### config.mk
export PLATFORM = sky130hd
export DESIGN_NAME = keyboard_make_code_fifo
export DESIGN_NICKNAME = d
export VERILOG_FILES = /design/src/sv/kmcf_pkg.sv /design/src/sv/kmcf_ctrl.sv /design/src/sv/kmcf_dp.sv /design/src/sv/keyboard_make_code_fifo.sv
export SDC_FILE = /design/constraint.sdc
export NUM_CORES = 2
export LEC_CHECK = 0
export BUFFER_PORTS_ARGS = -buffer_cell sky130_fd_sc_hd__buf_2
export CAP_MARGIN = 20
export CORE_MARGIN = 1.5
export CORE_UTILIZATION = 45
export DETAILED_ROUTE_END_ITERATION = 8
export SLEW_MARGIN = 20
export SYNTH_ARGS = -nofsm -noshare
export SYNTH_HDL_FRONTEND = slang
export SYNTH_SLANG_ARGS = --single-unit
export TNS_END_PERCENT = 20
### constraint.sdc
create_clock -name clk -period 9.8 [get_ports clk]
set_input_delay 0.98 -clock clk [delete_from_list [all_inputs] [get_ports clk]]
set_output_delay 0.98 -clock clk [all_outputs]
set_load 0.01 [all_outputs]
### src/sv/kmcf_pkg.sv
// Package for the keyboard make-code FIFO.
// Request and status codes, field widths, controller/datapath structs and the
// scan code set 1 to ASCII table. No dependencies.
package kmcf_pkg;

  // default ring depth (one slot always kept free)
  localparam int DEPTH_DEF = 256;

  localparam int REQ_W   = 2;
  localparam int BYTE_W  = 8;
  localparam int STAT_W  = 3;
  localparam int CODE_W  = 7;
  localparam int COUNT_W = 32;

  // packed beat widths
  localparam int IN_DATA_W  = 8;
  localparam int IN_USER_W  = 2;
  localparam int OUT_DATA_W = 48;
  localparam int OUT_USER_W = 3;

  // request kinds
  localparam logic [REQ_W-1:0] REQ_ARRIVAL = 2'd0;
  localparam logic [REQ_W-1:0] REQ_POP_RAW = 2'd1;
  localparam logic [REQ_W-1:0] REQ_POP_ASC = 2'd2;

  // result status codes
  localparam logic [STAT_W-1:0] ST_STORED = 3'd0;
  localparam logic [STAT_W-1:0] ST_BREAK  = 3'd1;
  localparam logic [STAT_W-1:0] ST_FULL   = 3'd2;
  localparam logic [STAT_W-1:0] ST_POPPED = 3'd3;
  localparam logic [STAT_W-1:0] ST_EMPTY  = 3'd4;

  // only codes below this can have a table entry
  localparam logic [CODE_W-1:0] MAP_SIZE = 7'd59;

  // controller commands to the datapath
  typedef struct packed {
    logic capture;  // latch the accepted request
    logic exec;     // update pointers, count, store
    logic emit;     // load the output register
  } kmcf_cmd_t;

  // datapath status back to the controller
  typedef struct packed {
    logic slot_free;  // output register can take a result this cycle
  } kmcf_stat_t;

  // scan code set 1 make code to ASCII, 0 where unmapped
  function automatic logic [CODE_W-1:0] scan_to_ascii(input logic [CODE_W-1:0] code);
    logic [CODE_W-1:0] ch;
    case (code)
      7'd2:    ch = 7'h31;
      7'd3:    ch = 7'h32;
      7'd4:    ch = 7'h33;
      7'd5:    ch = 7'h34;
      7'd6:    ch = 7'h35;
      7'd7:    ch = 7'h36;
      7'd8:    ch = 7'h37;
      7'd9:    ch = 7'h38;
      7'd10:   ch = 7'h39;
      7'd11:   ch = 7'h30;
      7'd12:   ch = 7'h2D;
      7'd13:   ch = 7'h3D;
      7'd16:   ch = 7'h71;
      7'd17:   ch = 7'h77;
      7'd18:   ch = 7'h65;
      7'd19:   ch = 7'h72;
      7'd20:   ch = 7'h74;
      7'd21:   ch = 7'h79;
      7'd22:   ch = 7'h75;
      7'd23:   ch = 7'h69;
      7'd24:   ch = 7'h6F;
      7'd25:   ch = 7'h70;
      7'd26:   ch = 7'h5B;
      7'd27:   ch = 7'h5D;
      7'd28:   ch = 7'h0A;  // enter gives newline
      7'd30:   ch = 7'h61;
      7'd31:   ch = 7'h73;
      7'd32:   ch = 7'h64;
      7'd33:   ch = 7'h66;
      7'd34:   ch = 7'h67;
      7'd35:   ch = 7'h68;
      7'd36:   ch = 7'h6A;
      7'd37:   ch = 7'h6B;
      7'd38:   ch = 7'h6C;
      7'd39:   ch = 7'h3B;
      7'd40:   ch = 7'h27;
      7'd41:   ch = 7'h60;
      7'd43:   ch = 7'h5C;
      7'd44:   ch = 7'h7A;
      7'd45:   ch = 7'h78;
      7'd46:   ch = 7'h63;
      7'd47:   ch = 7'h76;
      7'd48:   ch = 7'h62;
      7'd49:   ch = 7'h6E;
      7'd50:   ch = 7'h6D;
      7'd51:   ch = 7'h2C;
      7'd52:   ch = 7'h2E;
      7'd53:   ch = 7'h2F;
      7'd57:   ch = 7'h20;  // space bar
      default: ch = 7'h00;
    endcase
    return ch;
  endfunction

endpackage

### src/sv/kmcf_ctrl.sv
// Sequencing controller for the keyboard make-code FIFO.
// One-hot FSM: accept, execute, emit. Depends on kmcf_pkg.
module kmcf_ctrl (
  input  logic                clk,
  input  logic                rst_n,
  input  logic                in_tvalid,
  output logic                in_tready,
  input  kmcf_pkg::kmcf_stat_t st,
  output kmcf_pkg::kmcf_cmd_t  cmd
);
  import kmcf_pkg::*;

  typedef enum logic [2:0] {
    S_IDLE = 3'b001,
    S_EXEC = 3'b010,
    S_EMIT = 3'b100
  } state_t;

  state_t state_r, state_nxt;

  // next state and commands
  always_comb begin
    state_nxt   = state_r;
    cmd.capture = 1'b0;
    cmd.exec    = 1'b0;
    cmd.emit    = 1'b0;
    in_tready   = 1'b0;
    case (state_r)
      S_IDLE: begin
        in_tready   = 1'b1;
        cmd.capture = in_tvalid;
        if (in_tvalid) begin
          state_nxt = S_EXEC;
        end
      end
      S_EXEC: begin
        cmd.exec  = 1'b1;
        state_nxt = S_EMIT;
      end
      S_EMIT: begin
        // hold until the output register has room
        if (st.slot_free) begin
          cmd.emit  = 1'b1;
          state_nxt = S_IDLE;
        end
      end
      default: begin
        state_nxt = S_IDLE;
      end
    endcase
  end

  always_ff @(posedge clk) begin
    if (!rst_n) begin
      state_r <= S_IDLE;
    end else begin
      state_r <= state_nxt;
    end
  end

endmodule

### src/sv/kmcf_dp.sv
// Datapath for the keyboard make-code FIFO: ring store, pointers,
// arrival count and output register. Depends on kmcf_pkg.
module kmcf_dp #(
  parameter int DEPTH = kmcf_pkg::DEPTH_DEF
) (
  input  logic                                clk,
  input  logic                                rst_n,
  input  kmcf_pkg::kmcf_cmd_t                 cmd,
  output kmcf_pkg::kmcf_stat_t                st,
  input  logic [kmcf_pkg::REQ_W-1:0]          req_type,
  input  logic [kmcf_pkg::BYTE_W-1:0]         scan_byte,
  output logic                                out_tvalid,
  input  logic                                out_tready,
  output logic [kmcf_pkg::STAT_W-1:0]         status,
  output logic [kmcf_pkg::CODE_W-1:0]         code_out,
  output logic [kmcf_pkg::CODE_W-1:0]         ascii_out,
  output logic [kmcf_pkg::COUNT_W-1:0]        arrival_count
);
  import kmcf_pkg::*;

  localparam int AW = (DEPTH > 1) ? $clog2(DEPTH) : 1;
  localparam logic [AW-1:0] LAST = AW'(DEPTH - 1);

  logic [CODE_W-1:0]  mem [DEPTH];
  logic [AW-1:0]      rd_ptr_r, wr_ptr_r;
  logic [AW-1:0]      rd_ptr_inc, wr_ptr_inc;
  logic [COUNT_W-1:0] count_r;
  logic [REQ_W-1:0]   req_r;
  logic [BYTE_W-1:0]  byte_r;
  logic [STAT_W-1:0]  stat_r;
  logic               popped_r, xlat_r;
  logic [CODE_W-1:0]  rd_data_r;
  logic               out_valid_r;
  logic [STAT_W-1:0]  out_stat_r;
  logic [CODE_W-1:0]  out_code_r, out_ascii_r;
  logic [COUNT_W-1:0] out_count_r;

  logic is_arr, is_pop, is_brk, full, empty, do_wr, do_rd;
  logic [CODE_W-1:0] code_sel;

  // wrapping pointer increments
  assign rd_ptr_inc = (rd_ptr_r == LAST) ? '0 : rd_ptr_r + 1'b1;
  assign wr_ptr_inc = (wr_ptr_r == LAST) ? '0 : wr_ptr_r + 1'b1;

  // request decode against ring state
  assign is_arr = (req_r == REQ_ARRIVAL);
  assign is_pop = (req_r == REQ_POP_RAW) || (req_r == REQ_POP_ASC);
  assign is_brk = byte_r[BYTE_W-1];
  assign full   = (wr_ptr_inc == rd_ptr_r);
  assign empty  = (rd_ptr_r == wr_ptr_r);
  assign do_wr  = cmd.exec && is_arr && !is_brk && !full;
  assign do_rd  = cmd.exec && is_pop && !empty;

  // request latch
  always_ff @(posedge clk) begin
    if (cmd.capture) begin
      req_r  <= req_type;
      byte_r <= scan_byte;
    end
  end

  // pointers and arrival count
  always_ff @(posedge clk) begin
    if (!rst_n) begin
      rd_ptr_r <= '0;
      wr_ptr_r <= '0;
      count_r  <= '0;
    end else begin
      if (do_wr) wr_ptr_r <= wr_ptr_inc;
      if (do_rd) rd_ptr_r <= rd_ptr_inc;
      if (cmd.exec && is_arr) count_r <= count_r + 1'b1;
    end
  end

  // code store, registered read
  always_ff @(posedge clk) begin
    if (do_wr) mem[wr_ptr_r] <= byte_r[CODE_W-1:0];
    if (do_rd) rd_data_r <= mem[rd_ptr_r];
  end

  // result status for the emit step
  always_ff @(posedge clk) begin
    if (cmd.exec) begin
      popped_r <= do_rd;
      xlat_r   <= (req_r == REQ_POP_ASC);
      if (is_arr) begin
        stat_r <= is_brk ? ST_BREAK : (full ? ST_FULL : ST_STORED);
      end else begin
        stat_r <= do_rd ? ST_POPPED : ST_EMPTY;
      end
    end
  end

  assign code_sel = popped_r ? rd_data_r : '0;

  // output register
  always_ff @(posedge clk) begin
    if (!rst_n) begin
      out_valid_r <= 1'b0;
    end else if (cmd.emit) begin
      out_valid_r <= 1'b1;
    end else if (out_tready) begin
      out_valid_r <= 1'b0;
    end
  end

  always_ff @(posedge clk) begin
    if (cmd.emit) begin
      out_stat_r  <= stat_r;
      out_code_r  <= code_sel;
      out_ascii_r <= (popped_r && xlat_r && (code_sel < MAP_SIZE)) ?
                     scan_to_ascii(code_sel) : '0;
      out_count_r <= count_r;
    end
  end

  assign st.slot_free   = !out_valid_r || out_tready;
  assign out_tvalid     = out_valid_r;
  assign status         = out_stat_r;
  assign code_out       = out_code_r;
  assign ascii_out      = out_ascii_r;
  assign arrival_count  = out_count_r;

endmodule

### src/sv/keyboard_make_code_fifo.sv
// Top level of the keyboard make-code FIFO.
// Joins kmcf_ctrl and kmcf_dp; depends on kmcf_pkg.
//
// Keyboard receive buffer for scan code set 1. Each input beat is an arrival
// (scancode byte), a raw pop, or a pop with ASCII translation, and gives
// exactly one result beat. Arrivals always bump a wrapping 32-bit count;
// break codes are reported and dropped; make codes enter a ring of DEPTH
// slots that holds at most DEPTH-1 codes, and a full ring drops the code.
// Each request passes capture, execute with the store access, and emit, in
// that order, before its result is in the output register; emit waits while
// the output register holds an undrained result, and no new beat is taken
// until the emit. The registered read of the code store sets that sequence.
// The output register lets the next request be accepted while a result still waits.
module keyboard_make_code_fifo #(
  parameter int DEPTH = kmcf_pkg::DEPTH_DEF
) (
  input  logic                               clk,
  input  logic                               rst_n,
  input  logic                               in_tvalid,
  output logic                               in_tready,
  input  logic [kmcf_pkg::IN_DATA_W-1:0]     in_tdata,   // [7:0] scan_byte
  input  logic [kmcf_pkg::IN_USER_W-1:0]     in_tuser,   // [1:0] req_type
  output logic                               out_tvalid,
  input  logic                               out_tready,
  // [6:0] code_out, [13:7] ascii_out, [45:14] arrival_count, [47:46] zero
  output logic [kmcf_pkg::OUT_DATA_W-1:0]    out_tdata,
  output logic [kmcf_pkg::OUT_USER_W-1:0]    out_tuser   // [2:0] status
);
  import kmcf_pkg::*;

  kmcf_cmd_t  cmd;
  kmcf_stat_t st;
  logic [STAT_W-1:0]  status;
  logic [CODE_W-1:0]  code_out, ascii_out;
  logic [COUNT_W-1:0] arrival_count;

  kmcf_ctrl u_ctrl (
    .clk       (clk),
    .rst_n     (rst_n),
    .in_tvalid (in_tvalid),
    .in_tready (in_tready),
    .st        (st),
    .cmd       (cmd)
  );

  kmcf_dp #(.DEPTH(DEPTH)) u_dp (
    .clk           (clk),
    .rst_n         (rst_n),
    .cmd           (cmd),
    .st            (st),
    .req_type      (in_tuser[REQ_W-1:0]),
    .scan_byte     (in_tdata[BYTE_W-1:0]),
    .out_tvalid    (out_tvalid),
    .out_tready    (out_tready),
    .status        (status),
    .code_out      (code_out),
    .ascii_out     (ascii_out),
    .arrival_count (arrival_count)
  );

  // pack result beat
  assign out_tdata = {2'b00, arrival_count, ascii_out, code_out};
  assign out_tuser = status;

endmodule

Word-level counts from Yosys, hierarchy flattened
Memory sizes are Yosys's and may differ from the RTL's. A register that Yosys moved wholly into a read port is not among the register bits.
Index checks and enable logic that the tools add are counted.
{ "totals": {"word_cells": 67, "regBits": 109, "mem_count": 2, "inputBits": 14, "mem_bits_rw": 1792, "romBits": 448, "output_inout_bits": 53} }
{ "classes": {"n_reduce_logical": 17, "order_cmp": 1, "add_sub_neg": 3, "bitwise": 1, "eq_ne": 11, "mux": 19} }
{ "memory_table": {"columns": ["name", "words", "word_bits", "rd", "rd_clocked_by_memory_dff", "write_ports", "line", "rtl"], "rows": [
  ["u_dp.mem", 256, 7, 1, 1, 1, "kmcf_dp.sv:24", "logic [CODE_W-1:0] mem [DEPTH];"],
  ["(no name shown)", 64, 7, 1, 1, 0, "kmcf_pkg.sv:51", "case (code)"]
]} }
{ "op_table": {"columns": ["op", "count"], "rows": [
  ["32-bit by 1-bit adder with 32-bit output (second input constant)", 1],
  ["8-bit by 1-bit adder with 8-bit output (second input constant)", 2],
  ["8-bit equality test", 2],
  ["8-bit equality test (second input constant)", 2],
  ["8-bit 2-to-1 mux", 2],
  ["3-bit 2-to-1 mux", 5],
  ["1-bit 2-to-1 mux", 9],
  ["3-bit one-hot mux with 3 select lines", 1],
  ["1-bit logical AND", 7],
  ["7-bit by 6-bit less-than comparator with 1-bit output (second input constant)", 1],
  ["7-bit 2-to-1 mux", 1],
  ["1-bit logical NOT", 4],
  ["2-bit inequality test (second input constant)", 2],
  ["3-bit by 1-bit equality test with 1-bit output (second input constant)", 1],
  ["3-bit by 2-bit equality test with 1-bit output (second input constant)", 1],
  ["3-bit equality test (second input constant)", 1],
  ["2-bit by 1-bit equality test with 1-bit output (second input constant)", 1],
  ["2-bit equality test (second input constant)", 1],
  ["2-bit logical NOT", 1],
  ["1-bit logical OR", 2],
  ["2-bit 2-to-1 mux", 1],
  ["2-bit AND reduction", 1],
  ["2-bit nonzero test", 1],
  ["2-bit OR reduction", 1],
  ["1-bit NOT", 1]
]} }

Logic depth before layout (Yosys ltp)
{ "logic_depth": {"depth_word": 7, "mapped_depth": 12} }

Modules after synthesis
Synthesis repeated with hierarchy kept, for this count alone.
{ "hier_totals": {"hier_cells": 3787, "area_unflattened_um2": 75567.5} }
{ "by_module_without_submodules": {"columns": ["module", "cells_per_inst", "n_inst", "seq_area_each_um2", "area_each_um2"], "rows": [
  ["kmcf_dp", 3769, 1, 56924.6, 75381.0],
  ["kmcf_ctrl", 15, 1, 60.1, 167.7],
  ["keyboard_make_code_fifo", 3, 1, 0.0, 18.8]
]} }

Worst setup path before layout
Ideal clock, no wire load.
{ "synth_timing": {"path_kind": "register -> register", "start": "reg u_dp.byte_r[0]", "end": "mem u_dp.mem[0][0] (data pin)", "setup_ns": 0.817, "required_ns": 8.983, "t_arrival_ns": 3.228, "setup_slack_ns": 5.754, "stages_incl_launch_ff": 1, "cell_sequence": "edfxtp_1"} }
{ "synth_rtl": {"columns": ["item", "line", "rtl"], "rows": [
  ["from (decl)", "kmcf_dp.sv:29", "logic [BYTE_W-1:0] byte_r;"],
  ["from (signal assigned)", "kmcf_dp.sv:58", "byte_r <= scan_byte;"],
  ["to (decl)", "kmcf_dp.sv:24", null]
]} }
Straight into the memory's write port.

Final worst setup path
{ "layout_timing": {"start": "reg u_dp.rd_ptr_r[0]", "end": "reg u_dp.rd_data_r[3] (read register of u_dp.mem) (data pin)"} }
{ "layout_via": {"elab_chain_len": 3} }
{ "layout_lines": {"columns": ["item", "line", "rtl"], "rows": [
  ["from (decl)", "kmcf_dp.sv:25", "logic [AW-1:0] rd_ptr_r, wr_ptr_r;"],
  ["from (signal assigned)", "kmcf_dp.sv:70", "if (do_rd) rd_ptr_r <= rd_ptr_inc;"],
  ["8-bit equality test", "kmcf_dp.sv:50", "assign empty = (rd_ptr_r == wr_ptr_r);"],
  ["1-bit logical NOT", "kmcf_dp.sv:52", "assign do_rd = cmd.exec && is_pop && !empty;"],
  ["1-bit logical AND", "kmcf_dp.sv:52", null],
  ["to (decl)", "kmcf_dp.sv:32", "logic [CODE_W-1:0] rd_data_r;"]
]} }
Parallel ways exist; a longest one is shown, timed or not.
A chain may end at the register's enable or synchronous reset.

==> impl_metrics.prom <==
# TYPE chip_impl_metric gauge
chip_impl_metric{name="post-dp-hpwl",unit="um"} 113000
chip_impl_metric{name="final_net_count",unit=""} 3999
chip_impl_metric{name="worst_voltage_drop_across_the_vdd_grid",unit="uV"} 185
chip_impl_metric{name="num_io_pins",unit=""} 67
chip_impl_metric{name="asyncSetResetFlopFracSynth",unit="%"} 0
chip_impl_info{name="cp_common_cell",value="sky130_fd_sc_hd__buf_4"} 1
chip_impl_metric{name="finalWirelength",unit="um"} 195000
chip_impl_metric{name="postSynthCellCount",unit=""} 3883
chip_impl_metric{name="grt_pass1_wl",unit="um"} 282000
chip_impl_metric{name="floorplan.core_area",unit="um2"} 168000
chip_impl_info{name="min_path_type",value="primary input to flop"} 1
chip_impl_info{name="timing.critical_path.from",value="u_dp.rd_ptr_r[0]$_SDFFE_PN0P_"} 1
chip_impl_info{name="critical_path.cell_chain",value="buf_4, buf_4, mux4_2, nor2b_1, a2111oi_0, buf_4, nor4_1, a31oi_1, o22ai_1"} 1
chip_impl_metric{name="netlist.area_leader.share",unit="%"} 73.6
chip_impl_info{name="worst_hold_startpoint",value="in_tdata[7]"} 1
chip_impl_metric{name="report.final.slew_viol_count",unit=""} 0
chip_impl_metric{name="track_usage",unit="%"} 22.6
chip_impl_metric{name="power.density_cell_area",unit="nW/um2"} 190
chip_impl_metric{name="whs_path_depth",unit=""} 1
chip_impl_info{name="cts_tree",value="built"} 1
chip_impl_metric{name="cts_inserted_buffers",unit=""} 187
chip_impl_metric{name="share_of_the_cycle_needed_by_the_critical_path_after_routing",unit="%"} 55.8
chip_impl_metric{name="critPathArrivalTime",unit="ps"} 6000
chip_impl_metric{name="power",unit="W"} 0.0162
chip_impl_metric{name="synth.yosys.seq_area_share",unit="%"} 74.9
chip_impl_metric{name="cts-root-to-sink-buffers",unit=""} 3
chip_impl_metric{name="cts_resized",unit=""} 0
chip_impl_metric{name="timing.reg2reg.setup_slack",unit="ps"} 4330
chip_impl_info{name="critical_path_capture_point",value="u_dp.rd_data_r[3]$_DFFE_PP_"} 1
chip_impl_metric{name="yosys.cell_types.count",unit=""} 70
chip_impl_metric{name="number_of_antenna_violations_at_the_first_check_in_global_routing",unit=""} 4
chip_impl_metric{name="path_max_fanout",unit=""} 51
chip_impl_metric{name="share_of_post_route_cells_with_drive_strength_above_1",unit="%"} 23.3
chip_impl_metric{name="h_tree_levels",unit=""} 4
chip_impl_metric{name="fin_setup_tns",unit="ps"} 0
chip_impl_metric{name="placementRows",unit=""} 150
chip_impl_metric{name="count_of_warnings_emitted_by_yosys",unit=""} 0
chip_impl_info{name="run_status",value="finished clean"} 1
chip_impl_info{name="timing.critical_path.from_type",value="flop"} 1
chip_impl_info{name="regToRegEndpoint",value="u_dp.rd_data_r[3]$_DFFE_PP_"} 1
chip_impl_metric{name="drt-pass1-iter-count",unit=""} 5
chip_impl_metric{name="crit_required",unit="ps"} 10330
chip_impl_metric{name="postSynthRegisterBits",unit=""} 1915
chip_impl_metric{name="fmax",unit="MHz"} 183
chip_impl_metric{name="finalSetupViolations",unit=""} 0
chip_impl_metric{name="ant_nets",unit=""} 0
chip_impl_metric{name="post-route-min-period",unit="ps"} 5470
chip_impl_metric{name="buffer_ports.inserted",unit=""} 64
chip_impl_info{name="unrepaired_setup_endpoints_after_global_routing",value="no"} 1
chip_impl_metric{name="timing.max_cap.violations",unit=""} 0
chip_impl_info{name="slowest_stage",value="sky130_fd_sc_hd__a2111oi_0"} 1
chip_impl_metric{name="synth-edff-count",unit=""} 1863
chip_impl_metric{name="tightest_slew",unit="ps"} 1190
chip_impl_metric{name="critPathMaxStageDelay",unit="ps"} 980
chip_impl_metric{name="avgSynthCellArea",unit="um2"} 19.6
chip_impl_metric{name="post_drt_wl_per_cell",unit="um"} 30.9
chip_impl_metric{name="post-route-drc-count",unit=""} 0
chip_impl_metric{name="clkTransAtPathRegs",unit="ps"} 60
chip_impl_metric{name="layout.area.seq",unit="um2"} 57000
chip_impl_metric{name="overall_overflow_remaining_after_global_route",unit=""} 0
chip_impl_metric{name="worstSkewPairLatency",unit="ps"} 840
chip_impl_metric{name="via_per_inst",unit=""} 6.19
chip_impl_metric{name="ctsHoldBuffers",unit=""} 0
chip_impl_metric{name="multi_input_area",unit="um2"} 18200
chip_impl_info{name="yosys_most_used_dff",value="sky130_fd_sc_hd__edfxtp_1"} 1
chip_impl_info{name="worstSetupPathType",value="flop to flop"} 1
chip_impl_info{name="yosysTopAreaCell",value="sky130_fd_sc_hd__edfxtp_1"} 1
chip_impl_metric{name="power_leakage",unit="nW"} 25.0
chip_impl_metric{name="postCtsSetupRepairBufs",unit=""} 0
chip_impl_info{name="reg_to_reg_start",value="u_dp.rd_ptr_r[0]$_SDFFE_PN0P_"} 1
chip_impl_info{name="cts.root.buffer_cell",value="sky130_fd_sc_hd__clkbuf_16"} 1
chip_impl_metric{name="max-slew-margin-rel",unit="%"} 20.4
chip_impl_metric{name="die-height",unit="um"} 414
chip_impl_metric{name="grt_max_degree",unit=""} 158
chip_impl_metric{name="grt_pass1_vias",unit=""} 39000
chip_impl_metric{name="area.growth.synth_to_final",unit="%"} 11.8
chip_impl_metric{name="timing.clock.skew",unit="ps"} 30.0
chip_impl_info{name="netlist_top_cells_area",value="sky130_fd_sc_hd__edfxtp_1, sky130_fd_sc_hd__mux4_2, sky130_fd_sc_hd__mux2i_1"} 1
chip_impl_metric{name="reg2reg_depth",unit=""} 9
chip_impl_metric{name="final.fill_count",unit=""} 13300
chip_impl_info{name="crit_path_end_kind",value="flop"} 1
chip_impl_metric{name="antenna_cells",unit=""} 0
chip_impl_metric{name="dieArea",unit="um2"} 172000
chip_impl_metric{name="start_util",unit="%"} 45.4
chip_impl_metric{name="chipWidth",unit="um"} 414
chip_impl_metric{name="timing_hold_violations_final",unit=""} 0
chip_impl_metric{name="routabilityCongestion",unit=""} 0.845
chip_impl_metric{name="routed-via-count",unit=""} 39100
chip_impl_metric{name="synth.cell_area",unit="um2"} 76100
chip_impl_metric{name="detail_route.iter0.violations",unit=""} 4653
chip_impl_metric{name="tritoncts_num_sinks",unit=""} 1915
through the flow:
stage	utilization (%)	hold WS [ps]	instance area (um2)	setup WS (ps)	instances
after CTS	50.5	278	84600	4190	6321
after detailed placement	47.0	415	78700	4210	5978
after global routing	50.7	300	85000	4020	6324
after global placement	46.9	411	78600	4190	5976
final	50.7	332	85000	4330	6324
after floorplan	-	400	76100	5750	3884
cell usage after synthesis, drive strengths merged, types with 6 or more instances:
library cell	count
nor3	250
clkbuf	119
a21o	7
a21oi	72
mux4	400
a22o	12
dfxtp	52
o211ai	19
a2111oi	7
xor2	18
a221oi	47
and3	14
and2	23
o221ai	27
o21ai	56
nand4	15
nand2	89
and4	7
o311ai	9
xnor2	27
ha	19
nand2b	16
a22oi	34
or3	10
o22ai	18
buf	142
nand3	42
mux2	18
inv	24
edfxtp	1863
nor2b	20
mux2i	198
a211oi	25
nor4	6
a31oi	14
nor2	111
cell families (layout without fill, tap and decap cells):
| group | after synthesis | count (layout) | share of synthesized area, % |
|---|---|---|---|
| adder cells (fa/ha/maj) | 19 | 19 | 0.313 |
| multiplexers | 616 | 616 | 14.7 |
| buffers and inverters | 288 | 524 | 1.91 |
| AO/OA/AOI/OAI | 377 | 377 | 3.57 |
| AND/OR/NAND/NOR | 622 | 622 | 4.05 |
| other | 1 | 2 | 0.00493 |
| XOR/XNOR | 45 | 45 | 0.518 |
| flip-flops | 1915 | 1915 | 74.9 |
metal layers:
layer  track usage [%]  routed length, um  vias up
met5                 0                 13        -
met4              6.10               4220        2
met3              4.59              16800      268
met2              34.9              91600     1834
met1              32.9              82600    20800
li1                  -                  -    16300
cell type report:
class                           count  area share [%]
Multi-Input combinational cell   1681            21.4
Inverter                           27           0.128
Tap cell                         2204            3.24
Clock inverter                     98            1.02
Timing Repair Buffer              154            1.25
Sequential cell                  1915            67.0
Clock buffer                      245            5.87
report_power, final:
| group | switching (W) | internal, W |
|---|---|---|
| clock | 0.00306 | 0.00391 |
| combinational | 0.000185 | 0.0000165 |
| sequential | 0.00000746 | 0.00901 |
critical path: cells and delay by family (launching register included):
kind / cells / cell delay (ps)
buffers and inverters: 3 / 1840
muxes: 1 / 630
DFF: 1 / 930
and+or+nand+nor: 2 / 230
AOI/OAI and AO/OA: 3 / 1420
flip-flops by register name, summed over array words and instances, names as in the netlist, 7 cells and up:
signal,cells
u_dp.code_out,7
u_dp.byte_r,8
u_dp.ascii_out,7
u_dp.mem,1792
u_dp.rd_ptr_r,8
u_dp.count_r,32
u_dp.rd_data_r,7
u_dp.wr_ptr_r,8
u_dp.arrival_count,32
worst min path at each step:
stage | to
floorplan | u_dp.status[0]$_DFFE_PP_
global placement | u_dp.status[2]$_DFFE_PP_
detailed placement | u_dp.status[0]$_DFFE_PP_
CTS | u_dp.req_r[1]$_DFFE_PP_
global route | u_dp.byte_r[7]$_DFFE_PP_
finish | u_dp.byte_r[7]$_DFFE_PP_
cells in the final DEF (no fill, tap or decap), drive strengths merged, types with 15 or more instances in the layout:
cell,instances
edfxtp,1863
mux4,400
nor3,250
clkbuf,246
mux2i,198
buf,153
nor2,111
nand2,89
clkinv,76
a21oi,72
o21ai,56
dfxtp,52
a221oi,47
nand3,42
a22oi,34
inv,33
o221ai,27
xnor2,27
a211oi,25
and2,23
nor2b,20
o211ai,19
ha,19
o22ai,18
mux2,18
xor2,18
nand2b,16
nand4,15
Power figures use the tool's default switching activity.
